**src/design/iaol_ram.sv**
```systemverilog
module iaol_ram #(
    parameter int WIDTH = 39,
    parameter int DEPTH = 64
) (
    input  logic                     i_clk,
    input  logic                     i_we,
    input  logic [$clog2(DEPTH)-1:0] i_waddr,
    input  logic [WIDTH-1:0]         i_wdata,
    input  logic [$clog2(DEPTH)-1:0] i_raddr,
    output logic [WIDTH-1:0]         o_rdata
);

    logic [WIDTH-1:0] r_mem [DEPTH];
    logic [WIDTH-1:0] r_rdata;

    always_ff @(posedge i_clk) begin
        if (i_we) begin
            r_mem[i_waddr] <= i_wdata;
        end
        r_rdata <= r_mem[i_raddr];
    end

    assign o_rdata = r_rdata;

endmodule

```
**config.mk**
```make
export PLATFORM = sky130hd
export DESIGN_NAME = iaol_ram
export DESIGN_NICKNAME = d
export VERILOG_FILES = /design/src/design/iaol_ram.sv
export SDC_FILE = /design/constraint.sdc
export NUM_CORES = 2
export LEC_CHECK = 0
export ABC_AREA = 1
export BUFFER_PORTS_ARGS = -buffer_cell sky130_fd_sc_hd__buf_2
export CAP_MARGIN = 20
export CORE_AREA = 5 5 587 589
export DETAILED_ROUTE_END_ITERATION = 10
export DIE_AREA = 0 0 592 594
export REMOVE_ABC_BUFFERS = 1
export SLEW_MARGIN = 5
export SYNTH_ARGS = -nofsm -noshare
export SYNTH_HDL_FRONTEND = slang
export SYNTH_SLANG_ARGS = --single-unit
```
**constraint.sdc**
```tcl
create_clock -name i_clk -period 9.3 [get_ports i_clk]
set_input_delay 1.86 -clock i_clk [delete_from_list [all_inputs] [get_ports i_clk]]
set_output_delay 1.86 -clock i_clk [all_outputs]
set_load 0.02 [all_outputs]
```
==> impl_metrics.py <==
metrics = {
    "critical_path": {
        "arrival_ns": 5.56,
        "setup.worst_path.class": "in2reg",
        "critical_path_required_ns": 10.10,
        "crit_path_max_fanout": 98,
        "cp-end-kind": "register",
        "cp-start-kind": "input port",
    },
    "yosys": {
        "synth.avg_cell_area_um2": 12.3,
        "synth_largest_area_cell": "edfxtp_1",
        "synth_mux_area_share_pct": 0,
        "synth-xor-area-share_pct": 0,
        "synth_top_family_by_area": "simple AND/OR/NAND/NOR gates",
        "synth_top_area_share_pct": 74.1,
        "synth_fa_ha_area_share_pct": 0,
        "synth-seq-cells": 2535,
        "yosys-top-cells-area": "edfxtp_1, nand3_1, nand2_1",
        "syn_area_um2": 101000,
        "synthDistinctLibCells": 19,
        "yosysSeqAreaShare_pct": 74.9,
        "synthSimpleGateAreaFrac_pct": 22.0,
        "yosys_warnings": 0,
        "synth_compound_area_share_pct": 0,
        "synthCells": 8234,
    },
    "placed_design": {
        "place_congestion": 0.801,
        "postPlaceCellArea_um2": 106000,
        "portBuffers": 91,
        "dp_hpwl_um": 152000,
    },
    "die": {
        "start_util_pct": 29.8,
        "fp.dieW_um": 592,
        "rows": 214,
        "die_h_um": 594,
        "num_io_pins": 92,
        "coreArea_um2": 339000,
        "die-area_um2": 352000,
    },
    "grt": {
        "grt_pass1_wl_um": 436000,
        "grt_max_degree": 224,
        "grt_use_total_pct": 16.5,
        "grt_overflow": 0,
        "grt_pass1_vias": 62900,
        "antenna_found_initial": 20,
    },
    "timing": {
        "max-slew-margin-rel_pct": 14.7,
        "min_period_ns": 4.76,
        "skew_ns": 0.0289,
        "worstMarginPinSlew_ns": 1.28,
        "drv_slew": 0,
        "hold_violations": 0,
        "max_clock_freq_mhz": 210,
        "finalSetupViolCount": 0,
        "period_share_pct": 51.2,
        "rsz0062_at_grt": "no",
        "fin_hold_ws_ns": 0.800,
        "setup-tns-final_ns": 0,
    },
    "hold_path": {
        "hold_path_class": "reg2reg",
    },
    "clock_network": {
        "cts.clk_slew.worst_paths_ns": 0.07,
        "cts_buffers": 227,
        "ctsResizeCount": 0,
        "insertion_delay_ns": 0.88,
        "cts.sinks": 2535,
        "ctsLongestPathBuffers": 4,
        "postCtsHoldBufs": 0,
        "post_cts_buffers": 0,
        "cts_tree": "yes",
        "h-tree-depth": 4,
        "ctsRootBufferMaster": "clkbuf_16",
    },
    "routing": {
        "wl_um": 302000,
        "first_pass_iters": 6,
        "num_vias": 65900,
        "wire_per_inst_um": 23.4,
        "ant_nets": 0,
        "avgViaCountPerCell": 5.12,
        "drc": 0,
        "drtIter0Drc": 7963,
    },
    "layout": {
        "multi_input_area_um2": 22700,
        "fin_area_um2": 113000,
        "drive_gt1_share_pct": 7.67,
        "fin_nets": 8217,
        "areaGrowthSynthToFinish_pct": 12.2,
        "fill_cells": 33000,
        "seqCellArea_um2": 75700,
    },
    "flow_run": {
        "cap_violations": 0,
    },
    "power": {
        "p_per_area_nw_per_um2": 204,
        "p_leak_nw": 38.8,
        "ir_drop_uv": 147,
    },
    "run_status": {
        "outcome": "completed",
    },
}
## metrics by stage
step	utilization (%)	total power, W	setup WS [ns]	cells
final	33.5	0.0232	4.54	12900
after global routing	33.5	0.0238	4.23	12900
after CTS	33.3	0.0232	4.58	12900
after detailed placement	31.3	0.0143	3.68	12400
after floorplan	-	0.0136	0.881	7686
after global placement	31.3	0.0143	3.66	12400
## placed cells by master (no fill, tap or decap)
master      count
nand2_1      2747
edfxtp_1     2496
nand3_1      2319
clkbuf_16     231
buf_4         121
buf_2          86
nor2_4         56
clkinv_2       54
clkbuf_1       48
dfxtp_1        39
clkinv_1       35
buf_12         35
bufinv_16      14
clkinvlp_4     10
diode_2         9
nand4_1         9
nor4_2          8
clkbuf_8        8
inv_1           6
buf_8           4
inv_8           3
clkinv_4        3
buf_16          3
inv_6           2
inv_16          1
inv_4           1
## worst paths after layout
path,from,end,slack [ns],cells after the start
worst max-delay path,i_raddr[0],o_rdata[33],4.54,12
worst min register to register,r_mem[4][0],o_rdata[0],0.80,8
worst min-delay path,r_mem[4][0],o_rdata[0],0.80,8
worst max register to register,r_mem[58][27],o_rdata[27],7.65,8
## where the power goes
group	internal, W	switching [W]
clock network	0.00499	0.00412
registers	0.0126	0.0000367
logic	0.000339	0.00105
## sequential cells by signal, summed over array words and instances (netlist names)
signal	flops
r_mem	2496
o_rdata	39
## synthesized netlist by cell type
library cell,instances
clkbuf_1,101
inv_1,8
buf_2,316
inv_2,1
inv_4,1
nor4_1,8
buf_4,33
buf_1,34
nand2_1,2747
buf_12,1
nand3_1,2319
dfxtp_1,39
clkbuf_2,1
clkinv_1,2
buf_6,57
buf_8,5
edfxtp_1,2496
nand4_1,9
nor2_1,56
## final cells by class
class / instances / share of cell area (%)
timing repair buffer: 249 / 1.92
inverter: 12 / 0.0772
sequential: 2535 / 66.8
clock inverter: 117 / 0.825
multi-input combinational: 5139 / 20.0
tap: 4536 / 5.00
clock buffer: 287 / 5.35
antenna: 9 / 0.0199
## worst max-delay path: stages
cell,delay [ns]
buf_8,0.38
buf_4,0.78
buf_4,0.96
buf_4,0.67
nand2_1,0.11
nand3_1,0.11
nand3_1,0.09
nand3_1,0.11
nand3_1,0.14
nand2_1,0.12
nand2_1,0.05
nand2_1,0.08
## cell families after synthesis
group | Yosys count
AND/OR/NAND/NOR | 5139
buffers and inverters | 560
flip-flops | 2535
## per-layer routing
metal / GRT usage [%] / vias to the layer above / wire (um)
met1: 21.4 / 32900 / 118000
met4: 7.63 / 8 / 15300
met5: 0 / - / 60
met2: 27.4 / 3213 / 145000
met3: 2.08 / 605 / 23400
li1: - / 29200 / -
Note: power is estimated with default switching activity, not from simulation.
