File: src/design/iaol_pkg.sv
package iaol_pkg;

    localparam int TW = 31;
    localparam int DW = 8;

    typedef struct packed {
        logic [TW-1:0] interval_start;
        logic [TW-1:0] interval_end;
    } t_in;

    typedef struct packed {
        logic       accepted;
        logic [1:0] status;
    } t_out;

    localparam logic [1:0] ST_OK      = 2'd0;
    localparam logic [1:0] ST_OVERLAP = 2'd1;
    localparam logic [1:0] ST_FULL    = 2'd2;
    localparam logic [1:0] ST_INVALID = 2'd3;

    localparam logic [7:0] LIMIT_RESET = 8'd3;

    typedef enum logic [1:0] {
        S_IDLE,
        S_RD,
        S_EV,
        S_FIN
    } t_state;

    typedef struct packed {
        logic          done;
        logic          adv;
        logic          clr_s;
        logic          clr_e;
        logic          emit;
        logic          ovf;
        logic          ovl;
        logic [TW-1:0] time_v;
        logic [DW-1:0] delta;
    } t_step;

endpackage

File: src/design/iaol_step.sv
module iaol_step
    import iaol_pkg::*;
#(
    parameter int SW = 16
) (
    input  logic                 i_has_ent,
    input  logic [TW-1:0]        i_ent_t,
    input  logic signed [DW-1:0] i_ent_d,
    input  logic [TW-1:0]        i_s,
    input  logic [TW-1:0]        i_e,
    input  logic                 i_ps,
    input  logic                 i_pe,
    input  logic signed [SW-1:0] i_sum,
    input  logic [7:0]           i_limit,
    output t_step                o_step,
    output logic signed [SW-1:0] o_sum
);

    logic signed [DW:0] d9;
    logic               eq_s;
    logic               eq_e;

    assign eq_s = (i_ent_t == i_s);
    assign eq_e = (i_ent_t == i_e);

    always_comb begin
        o_step = '0;
        d9     = '0;
        if (i_ps && (!i_has_ent || i_s < i_ent_t)) begin
            o_step.time_v = i_s;
            o_step.clr_s  = 1'b1;
            d9            = 9'sd1;
        end else if (i_pe && (!i_has_ent || i_e < i_ent_t)) begin
            o_step.time_v = i_e;
            o_step.clr_e  = 1'b1;
            d9            = -9'sd1;
        end else if (i_has_ent) begin
            o_step.time_v = i_ent_t;
            o_step.adv    = 1'b1;
            o_step.clr_s  = eq_s;
            o_step.clr_e  = eq_e;
            d9 = {i_ent_d[DW-1], i_ent_d} + (eq_s ? 9'sd1 : 9'sd0) - (eq_e ? 9'sd1 : 9'sd0);
        end else begin
            o_step.done = 1'b1;
        end
        o_sum        = i_sum + SW'(d9);
        o_step.delta = d9[DW-1:0];
        o_step.emit  = (d9 != 9'sd0);
        o_step.ovf   = (d9 > 9'sd127) || (d9 < -9'sd128);
        o_step.ovl   = !o_step.done && (o_sum >= $signed({{(SW-8){1'b0}}, i_limit}));
    end

endmodule

File: config.mk
export PLATFORM = sky130hd
export DESIGN_NAME = iaol_step
export DESIGN_NICKNAME = d
export VERILOG_FILES = /design/src/design/iaol_pkg.sv /design/src/design/iaol_step.sv
export SDC_FILE = /design/constraint.sdc
export NUM_CORES = 1
export LEC_CHECK = 0
export BUFFER_PORTS_ARGS = -buffer_cell sky130_fd_sc_hd__buf_2
export CAP_MARGIN = 10
export CORE_MARGIN = 2
export CORE_UTILIZATION = 40
export DETAILED_ROUTE_END_ITERATION = 8
export PLACE_DENSITY = 0.81
export SLEW_MARGIN = 20
export SYNTH_ARGS = -nofsm -noshare
export SYNTH_HDL_FRONTEND = slang
export SYNTH_SLANG_ARGS = --single-unit
File: constraint.sdc
create_clock -name vclk -period 6.4
set_input_delay 0.32 -clock vclk [all_inputs]
set_output_delay 0.32 -clock vclk [all_outputs]
set_load 0.1 [all_outputs]
==> run metrics, run 1 <==
die outline area=0.0104 mm2; first-pass GRT wire length=19300 um; final period utilization=0.975; status=complete, no violations; setup TNS=0 ns; placed cell count=902; Routed Antenna Nets=0; clock share of power=0; initial antenna violation count=1; switch share=0.736; Core ar.=0.00928 mm2; total vias in the final route=4902; critical path required time=6.08 ns; pin count of the biggest net entering global routing=69; slowest stage cell on the critical path=fa_2; combinational power share=1.000; total grt overflow=0; # fillers=928; wire length per cell=13.4 um; number of global-route vias before repair=4388; worst path arrival time=5.92 ns; Crit path largest cell delay=0.53 ns; crit end category=output port; worst slack at placement=0.0177 ns; DP HPWL=10300 um; kind of critical path=in2out; met1 usage=0.293; synthesized area per cell=6.46 um2; LEAKAGE=2.75 nW; CP max FO=4; Chip Width=102 um; Fin. Hold Viols=0; final WL=12200 um; Slew HR=0.434; RSZ-0062 raised after global routing=true; Fmax=160 MHz; layout net count=1004; GR Util met2=0.378; num rows=35; final core utilization=0.577; sequential cells=0; Final GP Congestion=0.964; CP Launch Type=input pin; HP Class=in2out; Area Overhead vs Synth=39.1%; met3 Use GR=0.0321; Netlist cell types=64; IO buf count=190; starting density of the core=0.415; CLK BUF=0; via/cell ratio=5.38; Syn Inst Count=596; Slew Limit Fails=0; crit path time final=6.24 ns; layout cell share with drive strength beyond 1=0.333; DRT Pass-1 Iters=5; register area=0 um2; P_int=0.289 mW; # IOs=190; Seq pwr share=0; GRT Max-Usage Layer=met2; hold_buf cts=0; Power Density=204 mW/mm2; Residual DRC=0; Setup WS post-layout=0.159 ns; cell area after synthesis=0.00385 mm2; VDD IR max=0.177 mV; die height=102 um; Psw=0.806 mW; maxcap violations=0; Design Power=1.09 mW; syn_nets=817; measured slew at the worst slew-check pin=0.838 ns; Total GRT Usage=0.219; Ys Warns=0; fin cells=911; Hold Crit Depth=3; Setup-failing EPs final=0; sequential share of the synthesized area=0; DR iter-0 viols=188
critical path, delay by kind of cell:
family	cells	cell delay [ns]
buffers and inverters	4	0.38
AND/OR/NAND/NOR	8	1.53
AO/OA/AOI/OAI	8	1.74
adder cells (fa/ha/maj)	6	1.79
XOR/XNOR	1	0.18
cells in the mapped netlist, drive strengths merged (6+ instances only):
cell type	n	share of area
clkbuf	14	0.014
a211oi	6	0.013
nor2b	6	0.0097
nor3	40	0.053
xnor2	13	0.030
and2	7	0.011
a21o	7	0.014
inv	64	0.062
nand3	10	0.013
a31oi	6	0.0097
nand2	68	0.066
o21ai	58	0.075
buf	9	0.012
ha	91	0.30
nand2b	7	0.011
nand4	13	0.021
a21oi	83	0.11
nor2	29	0.030
final timing paths:
kind | from | to
worst max-delay path | i_ent_t[25] | o_step[39]
worst min-delay path | i_ps | o_step[45]
what timing repair did:
| action | 4_1_cts | 5_1_grt |
|---|---|---|
| gates resized for setup | 0 | 24 |
| setup buffers | 0 | 8 |
| endpoints found under the setup margin | 0 | 4 |
per-layer routing:
layer  up-vias  part of all wire
li1       2545                 -
met4         0             0.015
met2       176              0.46
met3        16             0.077
met5         -                 0
met1      2165              0.45
power groups by stage:
| stage | logic [mW] | clock network (mW) | registers (mW) |
|---|---|---|---|
| after floorplan | 0.860 | 0 | 0 |
| after global placement | 1.06 | 0 | 0 |
| after detailed placement | 1.07 | 0 | 0 |
| after CTS | 1.07 | 0 | 0 |
| after global routing | 1.17 | 0.0000000209 | 0 |
| final | 1.09 | 0.0000000209 | 0 |
placed cells by master (no fill, tap or decap), drive strengths merged, types with 5 or more instances in the layout:
| cell | instances |
|---|---|
| nand2 | 68 |
| buf | 207 |
| nor3 | 40 |
| xor2 | 5 |
| nand3 | 10 |
| inv | 64 |
| a21o | 7 |
| or3 | 5 |
| nand2b | 7 |
| a31oi | 6 |
| xnor2 | 13 |
| nand4 | 13 |
| ha | 91 |
| nor2 | 29 |
| nor2b | 6 |
| a211oi | 6 |
| a21oi | 83 |
| o21ai | 58 |
| and2 | 7 |
metrics by stage:
| stage | hold slack (ns) | area (um2) |
|---|---|---|
| 5_1_grt | 1.16 | 5360 |
| 2_1_floorplan | 0.987 | 4050 |
| 6_report | 1.12 | 5360 |
| 3_3_place_gp | 1.12 | 5190 |
| 4_1_cts | 1.12 | 5190 |
| 3_5_place_dp | 1.12 | 5190 |
layout make-up:
class	instances	area (um2)	share of cell area
Antenna cell	1	2.50	0.000467
Inverter	64	240	0.0448
Multi-Input combinational cell	509	3820	0.712
Timing Repair Buffer	208	1140	0.212
Tap cell	129	161	0.0301
kinds of logic after synthesis:
kind of cell               synth area share
xor gates and xnor gates             0.0409
buffers and inverters                0.0880
adders and majority gates             0.306
muxes                                0.0117
and+or+nand+nor                       0.265
AOI/OAI and AO/OA                     0.289
Power figures use the tool's default switching activity.
==> run 2: changes to the inputs <==
- ABC_AREA: not set -> 1
==> run 2 against run 1 <==
Effect of this change: synthesized area is 0.55% higher; sequential cell count stayed put; worst hold slack worse by 0.024 ns; sequential share of layout area stayed put; total power is 10% lower; non-clock buffer count is 17 lower; first-iteration DRC count is 20% lower; count of clock-buffer cells in the layout stayed put; critical path depth is 7 higher; critical endpoint unchanged; largest cell class unchanged.
==> run metrics, run 2 <==
critical path required time=6.08 ns; placed instance area=0.00506 mm2; slowest stage cell on the critical path=fa_1; Setup WS post-layout=0.574 ns; CLK BUF=0; Crit path largest cell delay=0.42 ns; most frequent cells in the layout=buf_2 (189), nand2_1 (170), inv_1 (110); crit path time final=5.83 ns; Finished Cell Area=0.00507 mm2; worst path arrival time=5.51 ns; via/cell ratio=5.05; kind of critical path=in2out; cts repair resizes=0; DP HPWL=10200 um; # IOs=190; status=complete, no violations; leading cell type in the layout, fill and taps excluded=buf_2; hold_buf cts=0; Setup-failing EPs final=0; Final GP Congestion=0.912; wire length per cell=12.3 um; final WL=11700 um; HP Class=in2out; ANT cells=0; VDD IR max=0.144 mV; measured slew at the worst slew-check pin=1.06 ns; register area=0 um2; Fin. Hold Viols=0; die outline area=0.0105 mm2; initial antenna violation count=0; pin count of the biggest net entering global routing=44; DR iter-0 viols=151; # fillers=960; total grt overflow=0; Slew Limit Fails=0; DRT Pass-1 Iters=7; RSZ-0062 raised after global routing=false; final period utilization=0.910; first-pass GRT wire length=19300 um; sequential cells=0; syn_nets=874; Residual DRC=0; total vias in the final route=4836; Routed Antenna Nets=0; setup TNS=0 ns; die height=102 um; Chip Width=102 um; starting density of the core=0.415; most frequent cells after synthesis=nand2_1 (170), inv_1 (112), ha_1 (91); Ys Warns=0; most common cell in the netlist=nand2_1; Netlist cell types=45; sequential share of the synthesized area=0; CP max FO=4; post-CTS setup buffers=0; maxcap violations=0; Yosys top cell area share=0.294; num rows=35; final core utilization=0.544; Slew HR=0.291; Top cell by count, worst path=ha_1; cell area after synthesis=0.00387 mm2; LEAKAGE=3.03 nW; synthesized area per cell=5.93 um2; crit end category=output port; layout net count=1052; Total GRT Usage=0.218; Area Overhead vs Synth=30.9%; layout cell share with drive strength beyond 1=0.288; Fmax=172 MHz; top post-synthesis cells by area=ha_1 (29%), nand2_1 (16%), inv_1 (11%); CP Launch Type=input pin; Core ar.=0.00933 mm2; Power Density=193 mW/mm2; Syn Inst Count=653; worst slack at placement=0.366 ns; IO buf count=190; area leader, netlist=ha_1; number of global-route vias before repair=4548
## run 2: cell count changes after synthesis, moves of 11 or more
cell      previous run  this run
a21oi_1             82        40
inv_1               63       112
nand2_1             68       170
nand2_2              0        11
nand3_1             10        63
nor3_1              39         3
o211ai_1             1        31
o21ai_0             57        13
xnor2_1             13         1
## run 2: cell type report
type               instances  area [um2]  share of cell area
repair buffers           191         961               0.189
well taps                129         161              0.0318
multi-input cells        523        3510               0.693
inverters                115         435              0.0858
## run 2: report_power, final
group	switching, mW	total, mW	leakage [nW]	internal [mW]
Sequential	0	0	0	0
Clock	0	0	0	0
Combinational	0.758	0.980	3.03	0.222
Total	0.758	0.980	3.03	0.222
## run 2: layer usage
layer  share of wire  track usage
met3           0.062       0.0185
met5               0            0
met1            0.43        0.261
met2            0.50        0.434
met4          0.0073       0.0226
## run 2: cell families (layout without fill, tap and decap cells)
kind of cell / Yosys count / after routing / synth area share
fa+ha+maj: 93 / 93 / 0.304
buf+inv: 130 / 306 / 0.132
compound gates: 105 / 105 / 0.172
simple gates: 319 / 319 / 0.378
xor+xnor: 6 / 6 / 0.0136
## run 2: final timing paths
| kind | startpoint | to | cells past startpoint |
|---|---|---|---|
| worst max-delay path | i_ent_t[22] | o_step[39] | 34 |
| worst min-delay path | i_pe | o_step[45] | 3 |
## run 2: per-stage QoR
| stage | power, mW | std cells | hold WS, ns |
|---|---|---|---|
| 2_1_floorplan | 0.806 | 653 | 0.984 |
| 3_3_place_gp | 0.973 | 958 | 1.11 |
| 3_5_place_dp | 0.978 | 958 | 1.10 |
| 4_1_cts | 0.981 | 958 | 1.11 |
| 5_1_grt | 1.05 | 958 | 1.12 |
| 6_report | 0.980 | 958 | 1.10 |
## run 2: worst max-delay path: cells and delay by family
kind	cells	cell delay, ns
adders and majority gates	6	1.92
and+or+nand+nor	15	1.57
AOI/OAI and AO/OA	7	1.04
buffers and inverters	6	0.62
